`src/design/address_keyed_wait_queue_unit_defines.svh`:
```
// assertion macros for the address keyed wait queue unit
// used by the top level only; sampled on clk_i, held off while rst_ni is low
`ifndef ADDRESS_KEYED_WAIT_QUEUE_UNIT_DEFINES_SVH
`define ADDRESS_KEYED_WAIT_QUEUE_UNIT_DEFINES_SVH

// property checked at every edge out of reset
`define AKWQ_ASSERT(label, prop, msg) \
  label: assert property (@(posedge clk_i) disable iff (!rst_ni) (prop)) else $error(msg);

// consequence checked in the cycle after the antecedent
`define AKWQ_ASSERT_NEXT(label, ante, cons, msg) \
  label: assert property (@(posedge clk_i) disable iff (!rst_ni) (ante) |=> (cons)) \
    else $error(msg);

`endif

```
`src/design/akwq_pkg.sv`:
```
// shared constants, opcodes and controller/datapath bundles for the wait queue unit
// no dependencies
`default_nettype none

package akwq_pkg;

  localparam int NUM_BUCKETS = 64;
  localparam int NUM_THREADS = 32;
  localparam int HASH_SHIFT  = 4;
  localparam int KEY_W       = 64;

  localparam int BUCKET_W = $clog2(NUM_BUCKETS);
  localparam int THREAD_W = $clog2(NUM_THREADS);
  // link values run up to NUM_THREADS, which marks an empty chain
  localparam int LINK_W   = $clog2(NUM_THREADS + 1);
  localparam int COUNT_W  = LINK_W;

  localparam logic [LINK_W-1:0] LINK_NONE = LINK_W'(NUM_THREADS);

  // stream packing
  localparam int IN_KEY_LSB   = 0;
  localparam int IN_TID_LSB   = KEY_W;
  localparam int IN_LIMIT_LSB = KEY_W + THREAD_W;
  localparam int IN_DATA_W    = ((KEY_W + THREAD_W + COUNT_W + 7) / 8) * 8;
  localparam int OUT_CNT_LSB  = THREAD_W;
  localparam int OUT_PAD_W    = ((THREAD_W + COUNT_W + 7) / 8) * 8 - THREAD_W - COUNT_W;
  localparam int OUT_DATA_W   = THREAD_W + COUNT_W + OUT_PAD_W;

  typedef enum logic {
    OP_WAIT = 1'b0,
    OP_WAKE = 1'b1
  } akwq_op_e;

  typedef struct packed {
    logic capture;    // latch item, read bucket head
    logic park;       // push thread on its chain
    logic walk_step;  // pop one link onto the release stack
    logic head_wb;    // write back the remaining chain head
    logic emit_rd;    // read release stack entry
    logic emit_ld;    // load a woken thread into the output register
    logic emit_none;  // load the nothing-woken result
  } akwq_cmd_t;

  typedef struct packed {
    logic walk_done;
    logic count_zero;
    logic emit_last;
    logic out_free;
  } akwq_sts_t;

endpackage

`default_nettype wire

```
`src/design/akwq_ctrl.sv`:
```
// sequencer for the wait queue unit: park, chain walk and result emission
// depends on akwq_pkg
`default_nettype none

module akwq_ctrl (
  input  logic                clk_i,
  input  logic                rst_ni,
  input  logic                in_valid_i,
  input  logic                in_op_i,
  output logic                in_ready_o,
  input  akwq_pkg::akwq_sts_t sts_i,
  output akwq_pkg::akwq_cmd_t cmd_o
);
  import akwq_pkg::*;

  typedef enum logic [2:0] {
    ST_IDLE,
    ST_PARK,
    ST_WALK,
    ST_ERD,
    ST_ELD,
    ST_NONE
  } state_e;

  state_e state_q, state_d;
  logic   ready_q;

  always_comb begin
    cmd_o   = '0;
    state_d = state_q;
    unique case (state_q)
      ST_IDLE: begin
        if (in_valid_i && ready_q) begin
          cmd_o.capture = 1'b1;
          state_d = (in_op_i == OP_WAKE) ? ST_WALK : ST_PARK;
        end
      end
      ST_PARK: begin
        cmd_o.park = 1'b1;
        state_d = ST_IDLE;
      end
      ST_WALK: begin
        if (sts_i.walk_done) begin
          cmd_o.head_wb = 1'b1;
          state_d = sts_i.count_zero ? ST_NONE : ST_ERD;
        end else begin
          cmd_o.walk_step = 1'b1;
        end
      end
      ST_ERD: begin
        cmd_o.emit_rd = 1'b1;
        state_d = ST_ELD;
      end
      ST_ELD: begin
        if (sts_i.out_free) begin
          cmd_o.emit_ld = 1'b1;
          state_d = sts_i.emit_last ? ST_IDLE : ST_ERD;
        end
      end
      ST_NONE: begin
        if (sts_i.out_free) begin
          cmd_o.emit_none = 1'b1;
          state_d = ST_IDLE;
        end
      end
      default: state_d = ST_IDLE;
    endcase
  end

  always_ff @(posedge clk_i or negedge rst_ni) begin
    if (!rst_ni) begin
      state_q <= ST_IDLE;
      ready_q <= 1'b0;
    end else begin
      state_q <= state_d;
      ready_q <= (state_d == ST_IDLE);
    end
  end

  assign in_ready_o = ready_q;

endmodule

`default_nettype wire

```
`src/design/akwq_dp.sv`:
```
// datapath of the wait queue unit: head table, link table, release stack, output register
// depends on akwq_pkg; driven by akwq_ctrl
`default_nettype none

module akwq_dp (
  input  logic                            clk_i,
  input  logic                            rst_ni,
  input  akwq_pkg::akwq_cmd_t             cmd_i,
  output akwq_pkg::akwq_sts_t             sts_o,
  input  logic [akwq_pkg::KEY_W-1:0]      in_key_i,
  input  logic [akwq_pkg::THREAD_W-1:0]   in_tid_i,
  input  logic [akwq_pkg::COUNT_W-1:0]    in_limit_i,
  output logic                            out_valid_o,
  input  logic                            out_ready_i,
  output logic [akwq_pkg::THREAD_W-1:0]   out_thread_o,
  output logic                            out_none_o,
  output logic [akwq_pkg::COUNT_W-1:0]    out_count_o,
  output logic                            out_last_o
);
  import akwq_pkg::*;

  logic [LINK_W-1:0]   head_mem  [NUM_BUCKETS];
  logic [LINK_W-1:0]   link_mem  [NUM_THREADS];
  logic [THREAD_W-1:0] stack_mem [NUM_THREADS];
  logic [NUM_BUCKETS-1:0] head_vld_q;

  logic [BUCKET_W-1:0] in_bucket;
  logic [COUNT_W-1:0]  in_limit_sat;

  logic [BUCKET_W-1:0] bucket_q;
  logic [THREAD_W-1:0] tid_q;
  logic [COUNT_W-1:0]  limit_q;
  logic [COUNT_W-1:0]  count_q;
  logic [COUNT_W-1:0]  emit_q;
  logic                use_link_q;
  logic [LINK_W-1:0]   head_rd_q;
  logic [LINK_W-1:0]   link_rd_q;
  logic [THREAD_W-1:0] stack_rd_q;

  logic [THREAD_W-1:0] out_thread_q;
  logic                out_none_q;
  logic [COUNT_W-1:0]  out_count_q;
  logic                out_last_q;
  logic                out_valid_q;

  logic [LINK_W-1:0]   cur;
  logic                cur_end;
  logic                head_we;
  logic [LINK_W-1:0]   head_wdata;
  logic [COUNT_W-1:0]  emit_next;
  logic [COUNT_W-1:0]  stack_diff;
  logic                out_load;

  // bucket count is a power of two, so the hash is a plain bit slice
  assign in_bucket    = in_key_i[HASH_SHIFT +: BUCKET_W];
  assign in_limit_sat = (in_limit_i > COUNT_W'(NUM_THREADS)) ? COUNT_W'(NUM_THREADS)
                                                             : in_limit_i;

  // first step of a walk uses the bucket head, later steps the fetched link
  assign cur        = use_link_q ? link_rd_q : head_rd_q;
  assign cur_end    = (cur >= LINK_NONE);
  assign head_we    = cmd_i.park | cmd_i.head_wb;
  assign head_wdata = cmd_i.park ? LINK_W'(tid_q) : (cur_end ? LINK_NONE : cur);
  assign emit_next  = emit_q + COUNT_W'(1);
  // release stack is read back from the top: last popped goes out first
  assign stack_diff = count_q - emit_next;
  assign out_load   = cmd_i.emit_ld | cmd_i.emit_none;

  always_ff @(posedge clk_i) begin
    if (head_we) begin
      head_mem[bucket_q] <= head_wdata;
    end
    if (cmd_i.capture) begin
      head_rd_q <= head_vld_q[in_bucket] ? head_mem[in_bucket] : LINK_NONE;
    end
  end

  always_ff @(posedge clk_i or negedge rst_ni) begin
    if (!rst_ni) begin
      head_vld_q <= '0;
    end else if (head_we) begin
      head_vld_q[bucket_q] <= 1'b1;
    end
  end

  always_ff @(posedge clk_i) begin
    if (cmd_i.park) begin
      link_mem[tid_q] <= head_rd_q;
    end
    if (cmd_i.walk_step) begin
      link_rd_q <= link_mem[cur[THREAD_W-1:0]];
    end
  end

  always_ff @(posedge clk_i) begin
    if (cmd_i.walk_step) begin
      stack_mem[count_q[THREAD_W-1:0]] <= cur[THREAD_W-1:0];
    end
    if (cmd_i.emit_rd) begin
      stack_rd_q <= stack_mem[stack_diff[THREAD_W-1:0]];
    end
  end

  always_ff @(posedge clk_i) begin
    if (cmd_i.capture) begin
      bucket_q   <= in_bucket;
      tid_q      <= in_tid_i;
      limit_q    <= in_limit_sat;
      count_q    <= '0;
      emit_q     <= '0;
      use_link_q <= 1'b0;
    end else begin
      if (cmd_i.walk_step) begin
        count_q    <= count_q + COUNT_W'(1);
        use_link_q <= 1'b1;
      end
      if (cmd_i.emit_ld) begin
        emit_q <= emit_next;
      end
    end
  end

  always_ff @(posedge clk_i) begin
    if (cmd_i.emit_ld) begin
      out_thread_q <= stack_rd_q;
      out_none_q   <= 1'b0;
      out_count_q  <= emit_next;
      out_last_q   <= (emit_next == count_q);
    end else if (cmd_i.emit_none) begin
      out_thread_q <= '0;
      out_none_q   <= 1'b1;
      out_count_q  <= '0;
      out_last_q   <= 1'b1;
    end
  end

  always_ff @(posedge clk_i or negedge rst_ni) begin
    if (!rst_ni) begin
      out_valid_q <= 1'b0;
    end else if (out_load) begin
      out_valid_q <= 1'b1;
    end else if (out_ready_i) begin
      out_valid_q <= 1'b0;
    end
  end

  always_comb begin
    sts_o.walk_done  = (count_q == limit_q) || cur_end;
    sts_o.count_zero = (count_q == '0);
    sts_o.emit_last  = (emit_next == count_q);
    sts_o.out_free   = !out_valid_q || out_ready_i;
  end

  assign out_valid_o  = out_valid_q;
  assign out_thread_o = out_thread_q;
  assign out_none_o   = out_none_q;
  assign out_count_o  = out_count_q;
  assign out_last_o   = out_last_q;

endmodule

`default_nettype wire

```
`src/design/address_keyed_wait_queue_unit.sv`:
```
// top level of the address keyed wait queue unit: stream ports, sequencer and datapath
// depends on akwq_pkg, akwq_ctrl, akwq_dp and address_keyed_wait_queue_unit_defines.svh
//
//   port group | dir | tdata (low bit up)                          | side bands
//   s_axis     | in  | key_address, thread_id, wake_limit, zero pad | tuser = op
//   m_axis     | out | woken_thread, woken_count, zero pad          | tuser = none_woken,
//              |     |                                              | tlast = last
//
// a wait is the item capture with bucket head read, then the push
// a wake that wakes nothing is the capture, the head write back and the empty result;
// else the chain walk pops one link a cycle through the link table port, the head is
// written back, then each result takes a release stack read and an output load
// reset leaves the head table empty at once through one valid bit per bucket
// one output register: the next item is taken while a result waits; a result
// that finds the register full holds the sequencer until m_axis_tready
`default_nettype none

`include "address_keyed_wait_queue_unit_defines.svh"

module address_keyed_wait_queue_unit (
  input  logic                              clk_i,
  input  logic                              rst_ni,
  input  logic                              s_axis_tvalid,
  output logic                              s_axis_tready,
  // key_address [63:0], thread_id [68:64], wake_limit [74:69], zero pad
  input  logic [akwq_pkg::IN_DATA_W-1:0]    s_axis_tdata,
  // op [0]
  input  logic                              s_axis_tuser,
  output logic                              m_axis_tvalid,
  input  logic                              m_axis_tready,
  // woken_thread [4:0], woken_count [10:5], zero pad
  output logic [akwq_pkg::OUT_DATA_W-1:0]   m_axis_tdata,
  // none_woken [0]
  output logic                              m_axis_tuser,
  output logic                              m_axis_tlast
);
  import akwq_pkg::*;

  akwq_cmd_t           cmd;
  akwq_sts_t           sts;
  logic [THREAD_W-1:0] out_thread;
  logic [COUNT_W-1:0]  out_count;
  logic [6:0]          cmd_vec;
  logic                in_fire;
  logic                none_ok;
  logic                woken_ok;

  akwq_ctrl u_ctrl (
    .clk_i      (clk_i),
    .rst_ni     (rst_ni),
    .in_valid_i (s_axis_tvalid),
    .in_op_i    (s_axis_tuser),
    .in_ready_o (s_axis_tready),
    .sts_i      (sts),
    .cmd_o      (cmd)
  );

  akwq_dp u_dp (
    .clk_i        (clk_i),
    .rst_ni       (rst_ni),
    .cmd_i        (cmd),
    .sts_o        (sts),
    .in_key_i     (s_axis_tdata[IN_KEY_LSB +: KEY_W]),
    .in_tid_i     (s_axis_tdata[IN_TID_LSB +: THREAD_W]),
    .in_limit_i   (s_axis_tdata[IN_LIMIT_LSB +: COUNT_W]),
    .out_valid_o  (m_axis_tvalid),
    .out_ready_i  (m_axis_tready),
    .out_thread_o (out_thread),
    .out_none_o   (m_axis_tuser),
    .out_count_o  (out_count),
    .out_last_o   (m_axis_tlast)
  );

  assign m_axis_tdata = {{OUT_PAD_W{1'b0}}, out_count, out_thread};

  assign cmd_vec = {cmd.capture, cmd.park, cmd.walk_step, cmd.head_wb,
                    cmd.emit_rd, cmd.emit_ld, cmd.emit_none};

  assign in_fire  = s_axis_tvalid && s_axis_tready;
  assign none_ok  = m_axis_tlast && (out_count == '0);
  assign woken_ok = (out_count != '0);

  `AKWQ_ASSERT_NEXT(a_busy_after_accept, in_fire, !s_axis_tready, "item taken while busy")
  `AKWQ_ASSERT(a_none_form, (m_axis_tvalid && m_axis_tuser) |-> none_ok, "bad empty wake result")
  `AKWQ_ASSERT(a_woken_count, (m_axis_tvalid && !m_axis_tuser) |-> woken_ok, "zero woken count")
  `AKWQ_ASSERT(a_single_command, $onehot0(cmd_vec), "more than one command")

endmodule

`default_nettype wire
```
`config.mk`:
```
export PLATFORM = sky130hd
export DESIGN_NAME = address_keyed_wait_queue_unit
export DESIGN_NICKNAME = d
export VERILOG_FILES = /design/src/design/akwq_pkg.sv /design/src/design/akwq_ctrl.sv /design/src/design/akwq_dp.sv /design/src/design/address_keyed_wait_queue_unit.sv
export VERILOG_INCLUDE_DIRS = /design/src /design/src/design
export SDC_FILE = /design/constraint.sdc
export NUM_CORES = 1
export LEC_CHECK = 0
export ABC_AREA = 0
export BUFFER_PORTS_ARGS = -buffer_cell sky130_fd_sc_hd__buf_2
export CAP_MARGIN = 20
export CORE_MARGIN = 5
export CORE_UTILIZATION = 25
export DETAILED_ROUTE_END_ITERATION = 10
export PLACE_DENSITY = 0.37
export SYNTH_ARGS = -nofsm -noshare
export SYNTH_HDL_FRONTEND = slang
export SYNTH_SLANG_ARGS = --single-unit
```
`constraint.sdc`:
```
create_clock -name clk_i -period 12.06 [get_ports clk_i]
set_input_delay 0 -clock clk_i [delete_from_list [all_inputs] [get_ports clk_i]]
set_output_delay 0 -clock clk_i [all_outputs]
set_load 0.005 [all_outputs]
```
## After elaboration in Yosys (flattened, before gate mapping)

Memory sizes are Yosys's and may differ from the RTL's. A register that Yosys moved wholly into a read port is not among the register bits.
Cells that the tools add are included.

- Register bits: 112
- Latch bits: 0
- Bits in writable memories: 736
- Memory bits (read-only): 0
- Logic and storage cells: 85
- Memories: 3

- Add/subtract/negate cells: 3
- $mul: 0
- Div/mod/pow operators: 0
- Magnitude comparators: 5
- Eq/ne operators: 7
- Shifts and indexed selects: 0
- Muxes and demuxes: 39
- Bitwise logic cells: 3
- Reduce and logical (&&, ||, !) cells: 11

Memories:

| memory | words | width | read ports | clocked after Yosys merged registers in | wr ports | line | text |
|---|---|---|---|---|---|---|---|
| u_dp.head_mem | 64 | 6 | 1 | 1 | 1 | akwq_dp.sv:22 | `logic [LINK_W-1:0] head_mem [NUM_BUCKETS];` |
| u_dp.link_mem | 32 | 6 | 1 | 1 | 1 | akwq_dp.sv:23 | `logic [LINK_W-1:0] link_mem [NUM_THREADS];` |
| u_dp.stack_mem | 32 | 5 | 1 | 1 | 1 | akwq_dp.sv:24 | `logic [THREAD_W-1:0] stack_mem [NUM_THREADS];` |

Operator list:

| operator | count |
|---|---|
| $or 64x64->64 | 1 |
| $mux 6 | 5 |
| $mux 1 | 21 |
| $mux 3 | 5 |
| $pmux 3 s5 | 1 |
| $lt 6x7->1 const B | 2 |
| $add 6x1->6 const B | 2 |
| $eq 6x6->1 | 2 |
| $mux 5 | 2 |
| $bmux 1 s6 | 1 |
| $demux 1 s6 | 1 |
| $eq 3x2->1 const B | 2 |
| $eq 3x3->1 const B | 2 |
| $ge 6x1->1 const B | 1 |
| $ge 6x6->1 const B | 1 |
| $gt 6x6->1 const B | 1 |
| $logic_not 3->1 | 2 |
| $logic_not 6->1 | 1 |
| $mux 2 | 3 |
| $sub 5x5->5 | 1 |
| $reduce_bool 2->1 | 2 |
| $eq 3x1->1 const B | 1 |
| $logic_and 1x1->1 | 2 |
| $logic_not 1->1 | 2 |
| other kinds (2) | 4 |

## Longest topological paths before layout

Gate-level depths: netlist (run 1).

- Depth after elaboration: 8
- Gate-level depth with buffers: 10

## Cells and area by module

From an unflattened synthesis (run 1), not the netlist that was laid out.

- Cell total of the unflattened synthesis: 1866
- Area total of the unflattened synthesis: 34620.7 µm²

Modules (own cells, without submodules):

| module | instances | cells an instance | area each (µm²) | sequential area each (µm²) |
|---|---|---|---|---|
| akwq_dp | 1 | 1831 | 34310.4 | 25389.4 |
| akwq_ctrl | 1 | 29 | 269.0 | 100.1 |
| address_keyed_wait_queue_unit | 1 | 6 | 41.3 | 0.0 |

## Least setup slack after synthesis (run 1)

No wires, ideal clock.

- Path type: reg2reg
- From: register u_dp.head_rd_q[0] (read register of u_dp.head_mem)
- To: memory u_dp.head_mem[0][0] in the netlist's numbering, data pin
- Library setup time: 0.721 ns
- Arrival time: 4.315 ns
- Data required time: 11.339 ns
- Setup slack: 7.023 ns
- Stages on the path, launching flop included: 6
- Clock period less this slack: 5.037 ns
- Path through: edfxtp_1 -> mux2i_4 -> buf_4 -> buf_4 -> buf_2 -> o31ai_1

- Longest elaborated chain between the ends: 4

Ends and longest elaborated chain:

| item | line | text |
|---|---|---|
| from (decl) | akwq_dp.sv:36 | `logic [LINK_W-1:0] head_rd_q;` |
| $mux 6 * | akwq_dp.sv:60 | `assign cur = use_link_q ? link_rd_q : head_rd_q;` |
| $ge 6x6->1 | akwq_dp.sv:61 | `assign cur_end = (cur >= LINK_NONE);` |
| $mux 6 * (2 in a row) | akwq_dp.sv:63 | `assign head_wdata = cmd_i.park ? LINK_W'(tid_q) : (cur_end ? LINK_NONE : cur);` |
| named net u_dp.head_wdata[0] | akwq_dp.sv:49 | `logic [LINK_W-1:0] head_wdata;` |
| to (decl) | akwq_dp.sv:22 |  |

The timed path passes the listed nets; every way through them passes the cells marked *.

## Worst setup path in the final report (run 1)

- From: register u_dp.link_rd_q[0] (read register of u_dp.link_mem)
- To: register u_dp.link_rd_q[2] (read register of u_dp.link_mem), data pin

- Longest elaborated chain between the ends: 5

Ends and longest elaborated chain:

| item | line | text |
|---|---|---|
| from (decl) | akwq_dp.sv:37 | `logic [LINK_W-1:0] link_rd_q;` |
| $mux 6 * | akwq_dp.sv:60 |  |
| $ge 6x6->1 | akwq_dp.sv:61 |  |
| $logic_or 1x1->1 | akwq_dp.sv:148 | `sts_o.walk_done = (count_q == limit_q) \|\| cur_end;` |
| $mux 1 | akwq_ctrl.sv:43 | `if (sts_i.walk_done) begin` |
| $mux 2 | akwq_ctrl.sv:31 | `unique case (state_q)` |

Every way passes the cells marked *; elsewhere a longest branch is shown, timed or not.
A chain may end at the register's enable or synchronous reset.

==> results of run 1 <==
-- cell families after synthesis --
kind of cell | after synthesis
and+or+nand+nor | 450
adders and majority gates | 10
xor gates and xnor gates | 22
other | 1
buffers and inverters | 152
AOI/OAI and AO/OA | 279
DFF | 865
muxes | 213
-- state kept, by name, summed over array words and instances, names as in the netlist, 5 cells and up --
name and count:
u_dp.head_mem 384, u_dp.link_mem 192, u_dp.stack_mem 160, u_dp.head_vld_q 64, u_dp.bucket_q 6, u_dp.count_q 6
u_dp.emit_q 6, u_dp.head_rd_q 6, u_dp.limit_q 6, u_dp.link_rd_q 6, u_dp.out_count_o 6, u_dp.out_thread_o 5
u_dp.stack_rd_q 5, u_dp.tid_q 5
-- cell usage in the layout, fill, tap and decap left out, types with 9 or more instances in the layout --
cell type / instances
xnor2_1: 9
a21o_1: 11
nor2b_1: 13
clkbuf_8: 13
bufinv_16: 10
dlygate4sd3_1: 20
edfxtp_1: 782
o21bai_1: 14
nand3b_1: 10
nor3_1: 56
o211ai_1: 14
clkbuf_1: 24
buf_4: 42
nand3_1: 24
mux4_1: 23
a22oi_1: 64
a31oi_1: 16
mux2i_1: 30
buf_2: 36
mux2_2: 9
xor2_1: 13
nand2b_1: 41
clkinv_2: 17
dfxtp_1: 14
nor2_1: 124
nand4_1: 13
clkinv_1: 13
dfrtp_1: 69
nand2_1: 107
clkbuf_16: 96
a31o_2: 42
and2_1: 14
inv_1: 22
o21ai_0: 14
mux4_2: 149
a21oi_1: 58
-- per-layer routing --
metal,routed length (um),track usage (%),vias up
met1,41100,16.4,9592
met5,13,0,-
li1,-,-,8188
met4,2380,3.54,2
met3,3390,2.28,136
met2,44300,20.3,319
-- worst max-delay path, stage by stage (launching register included) --
cell and delay, ns:
edfxtp_1 0.73, mux2i_4 0.26, buf_4 0.56, clkinv_2 0.65
buf_4 0.58, mux2i_1 0.30, mux2i_1 0.12, mux2i_1 0.20
o32ai_1 0.10, or4_1 0.40
-- synthesized netlist by cell type, types with 41 or more instances --
cell type / n
edfxtp_1: 782
mux4_2: 149
nor2_1: 127
nand2_1: 107
dfrtp_1: 69
a22oi_1: 64
a21oi_1: 58
nor3_1: 56
clkbuf_1: 52
a31o_2: 42
buf_2: 42
nand2b_1: 41
-- path summary, 6_finish.rpt --
check	cells after the start	slack (ns)	end
hold reg to reg	1	0.45	u_dp.head_vld_q[31]
setup reg to reg	9	7.78	u_dp.link_rd_q[2]
min in group asynchronous	3	0.26	u_dp.head_vld_q[40]
max in group asynchronous	4	11.20	u_dp.head_vld_q[21]
setup / recovery	9	7.78	u_dp.link_rd_q[2]
hold / removal	2	0.05	u_dp.tid_q[2]
-- power breakdown --
group | total [mW] | internal, mW | switching, mW
logic | 2.31 | 0.846 | 1.47
clock network | 3.00 | 1.77 | 1.22
registers | 3.89 | 3.78 | 0.109
-- final cells by class --
cell class | count | share of cell area, %
Tap cell | 1876 | 5.73
Sequential cell | 865 | 62.2
Clock inverter | 49 | 1.45
Antenna cell | 4 | 0.0244
Timing Repair Buffer | 101 | 1.81
Clock buffer | 133 | 6.52
Multi-Input combinational cell | 979 | 22.0
Inverter | 26 | 0.241
-- timing repair --
action                    4_1_cts  5_1_grt
setup buffers                   0        0
hold endpoints to repair       89        9
hold buffers                   19        1
==> results.yml, run 1 <==
run_status:
  status: "completed"
placement:
  place_inst: 3822
  place_congestion: 0.734
  post-place-ws_ns: 7.62
  dpl.hpwl_mm: 54.9
  place.port_buffers: 36
  dpl-instance-area_mm2: 0.0374
logic_synthesis:
  avgSynthCellArea_um2: 17.6
  synth_top_cell_by_area: "edfxtp_1"
  async_reset_ff_share_pct: 7.98
  postSynthCellCount: 1992
  synth_top_family_by_area: "multiplexers"
  synth-warning-count: 0
  synth_area_mm2: 0.0351
  synthMuxAreaShare_pct: 12.5
  synth_xor_area_share_pct: 0.549
  synth-seq-cells: 865
  synth_top_cell_area_share_pct: 66.9
  synthDistinctLibCells: 72
  synth-compound-area-share_pct: 5.61
  yosys.area_share.simple_pct: 6.22
  seq_area_frac_synth_pct: 72.6
  ys.flop_type: "edfxtp_1"
  synth_area_leaders: "edfxtp_1 67%, mux4_2 9.6%, dfrtp_1 4.9%"
  synth_edf_count: 782
  yosys.area_share.adder_pct: 0.378
finish:
  stdcell_count: 4033
  syn2layout_area_growth_pct: 16.7
  seqCellArea_mm2: 0.0255
  fill_cells: 13800
  multi_input_area_mm2: 0.00902
  fin_nets: 2164
  layout-drive-gt1-share_pct: 21.5
  design_area_mm2: 0.0410
  fin_util_pct: 29.4
sta:
  slew_viol_final: 0
  rsz0062_at_grt: "no"
  finClkSkew_ns: 0.0378
  fin_crit_sh_pct: 35.5
  slew_headroom_pct: 24.1
  tightest_slew_ns: 1.13
  setup_viol: 0
  setup_ws_ns: 7.78
  hold_viol_final: 0
  hold_ws_ns: 0.0492
  fin_tns_setup_ns: 0
  max_freq_mhz: 234
  layout_min_cycle_time_ns: 4.28
global_route:
  grt_max_degree: 70
  antenna_found_initial: 4
  grt_pass1_vias: 19000
  overflow: 0
  grtUsageTotal_pct: 12.2
  grt_pass1_wl_mm: 133
min_path:
  hp-class: "in2reg"
  min_from: "s_axis_tdata[66]"
floorplanning:
  dieHeight_um: 385
  initial_core_util_pct: 25.2
  core-area_mm2: 0.140
  die_w_um: 385
  dieArea_mm2: 0.148
  io_pins: 105
  rows: 137
drt:
  vias: 18200
  antenna_left: 0
  first_iter_violations: 1169
  wire_per_inst_um: 22.6
  drc: 0
  drt_pass1_iterations: 5
  drt-total-wl_mm: 91.1
  via_per_inst: 4.52
clock_tree:
  cts_tree: "yes"
  worstSkewPairLatency_ns: 0.70
  cts_resized: 0
  numCtsBuffers: 96
  cts.sinks: 865
  cts_buffer_depth: 3
  clk_pin_slew_worst_paths_ns: 0.06
  htreeDepth: 3
  cts_root_buf: "clkbuf_16"
setup_path:
  cp-end-kind: "flip-flop"
  cp-start-kind: "flip-flop"
  timing.critical_path.required_ns: 12.49
  critPathLaunch: "u_dp.link_rd_q[0]"
  timing.rr.start: "u_dp.link_rd_q[0]"
  critPathMaxFanout: 59
  arrival_ns: 4.71
  crit_type: "reg2reg"
power:
  ir_drop_v: 0.000128
  totalPowerFinal_mw: 9.20
  power_density_mw_per_mm2: 225
  power.leakage_nw: 13.2
job:
  max-cap-violations: 0
(Power assumes the default switching activity.)
==> inputs of run 2 (changes only) <==
- PLACE_DENSITY: 0.37 -> 0.38
- clock period: 12.06 -> 3.5 ns (I/O delays scaled with it)
==> results.yml, run 2 (same netlist as run 1, synthesis figures left out) <==
finish:
  layout-drive-gt1-share_pct: 24.7
  largest_reg_flops: 384
  regMostFlops: "u_dp.head_mem"
  multi_input_area_mm2: 0.00901
  fin_nets: 2276
  syn2layout_area_growth_pct: 19.5
  seqCellArea_mm2: 0.0255
  final_cell_mix: "782 x edfxtp_1, 149 x mux4_2, 135 x buf_4, 124 x nor2_1, 107 x nand2_1"
  antenna_cells: 0
  fill_cells: 13700
  final_common_cell: "edfxtp_1"
  fin_util_pct: 30.1
global_route:
  grt_pass1_wl_mm: 135
  grt_max_degree: 82
  overflow: 0
  antenna_found_initial: 2
  grt_pass1_vias: 19400
  grtUsageTotal_pct: 12.4
sta:
  finClkSkew_ns: 0.0452
  setup_ws_ns: 0.412
  setup_viol: 0
  slew_headroom_pct: 24.0
  rsz0062_at_grt: "no"
  tightest_slew_ns: 1.14
  max_freq_mhz: 324
  fin_crit_sh_pct: 88.2
  hold_viol_final: 0
  layout_min_cycle_time_ns: 3.09
  fin_tns_setup_ns: 0
  slew_viol_final: 0
setup_path:
  reg2reg_slack_ns: 0.41
  timing.rr.start: "u_dp.emit_q[0]"
  r2r_cells: 7
  timing.critical_path.required_ns: 3.94
  max_stage_delay_ns: 0.57
  arrival_ns: 3.53
  crit_type: "reg2reg"
  cp_slowest_cell: "mux4_1"
  worstSetupEndpoint: "u_dp.stack_rd_q[4]"
  regToRegEndpoint: "u_dp.stack_rd_q[4]"
  critPathMaxFanout: 40
  cp-end-kind: "flip-flop"
  critPathLaunch: "u_dp.emit_q[0]"
  cp-start-kind: "flip-flop"
  crit_chain: "ha_1 -> inv_1 -> fa_2 -> buf_12 -> mux4_2 -> mux4_1 -> mux2_2"
clock_tree:
  postCtsSetupRepairBufs: 0
  worstSkewPairLatency_ns: 0.70
  cts_tree: "yes"
  htreeDepth: 3
  cts.sinks: 865
  cts_resized: 0
  numCtsBuffers: 100
  clk_pin_slew_worst_paths_ns: 0.06
  cts_hold_buf: 22
  cts_root_buf: "clkbuf_16"
  cts_buffer_depth: 3
placement:
  place.port_buffers: 36
  post-place-ws_ns: 0.403
  place_congestion: 0.728
  dpl.hpwl_mm: 59.1
floorplanning:
  die_w_um: 385
  rows: 137
  dieArea_mm2: 0.148
  dieHeight_um: 385
  io_pins: 105
  initial_core_util_pct: 25.2
  core-area_mm2: 0.140
power:
  p_seq_share_pct: 41.8
  totalPowerFinal_mw: 32.0
  switching_share_pct: 30.3
  p_switching_mw: 9.68
  internal_power_mw: 22.3
  clkPwrFrac_pct: 32.2
  combPwrFrac_pct: 26.0
  power.leakage_nw: 13.8
  ir_drop_v: 0.000696
  power_density_mw_per_mm2: 762
drt:
  drt_pass1_iterations: 5
  vias: 18600
  drt-total-wl_mm: 91.9
  first_iter_violations: 1156
  wire_per_inst_um: 22.2
  antenna_left: 0
  drc: 0
  via_per_inst: 4.49
run_status:
  status: "completed"
min_path:
  hp-class: "in2reg"
job:
  max-cap-violations: 0
[run 2: cell count changes in the layout (fill, tap and decap cells not counted), sizes merged]
cell	change
diode	-4
clkbuf	-12
buf	+106
dlygate4sd3	+3
clkinv	+11
clkinvlp	+2
[run 2: power by group through the flow]
stage | combinational (mW) | clock (mW) | sequential [mW]
floorplan | 5.09 | 0 | 13.6
detailed placement | 8.52 | 0 | 13.6
global route | 9.02 | 11.0 | 13.4
CTS | 8.55 | 10.6 | 13.4
global placement | 8.37 | 0 | 13.5
finish | 8.32 | 10.3 | 13.4
[run 2: through the flow]
stage / instances / hold WS, ns / cell area (um^2)
final: 4139 / 0.120 / 42000
after global routing: 4139 / 0.0829 / 42000
after CTS: 4136 / 0.0547 / 41900
after detailed placement: 3930 / 0.264 / 38400
after global placement: 3929 / 0.261 / 38400
after floorplan: 1996 / -0.296 / 35200
[run 2: metal layers]
layer  GRT usage [%]  up-vias  routed length (um)  part of all wire, %
met1            17.1     9729               42600                   46
li1                -     8363                   -                    -
met3            2.10      116                3420                  3.7
met2            20.4      362               44000                   48
met5               0        -                   0                    0
met4            2.85        0                1970                  2.1
[run 2: worst min path at each step]
stage | startpoint | endpoint | cells past startpoint
floorplan | rst_ni | u_ctrl.in_ready_o | 0
global placement | s_axis_tdata[74] | u_dp.limit_q[5] | 1
detailed placement | s_axis_tdata[74] | u_dp.limit_q[5] | 1
CTS | s_axis_tdata[74] | u_dp.limit_q[5] | 2
global route | s_axis_tdata[74] | u_dp.limit_q[5] | 2
finish | s_axis_tdata[74] | u_dp.limit_q[5] | 2
[run 2: layout make-up]
class / instances / share of cell area [%]
inverters: 26 / 0.236
clock inverters: 62 / 1.62
well taps: 1876 / 5.59
flip-flops and latches: 865 / 60.7
repair buffers: 209 / 4.18
multi-input cells: 979 / 21.5
clock buffers: 122 / 6.16
[run 2: critical path, delay by kind of cell, from the launching register on]
family,cells,cell delay [ns]
mux,3,1.25
fa+ha+maj,2,0.87
flops,1,0.37
buf+inv,2,0.32
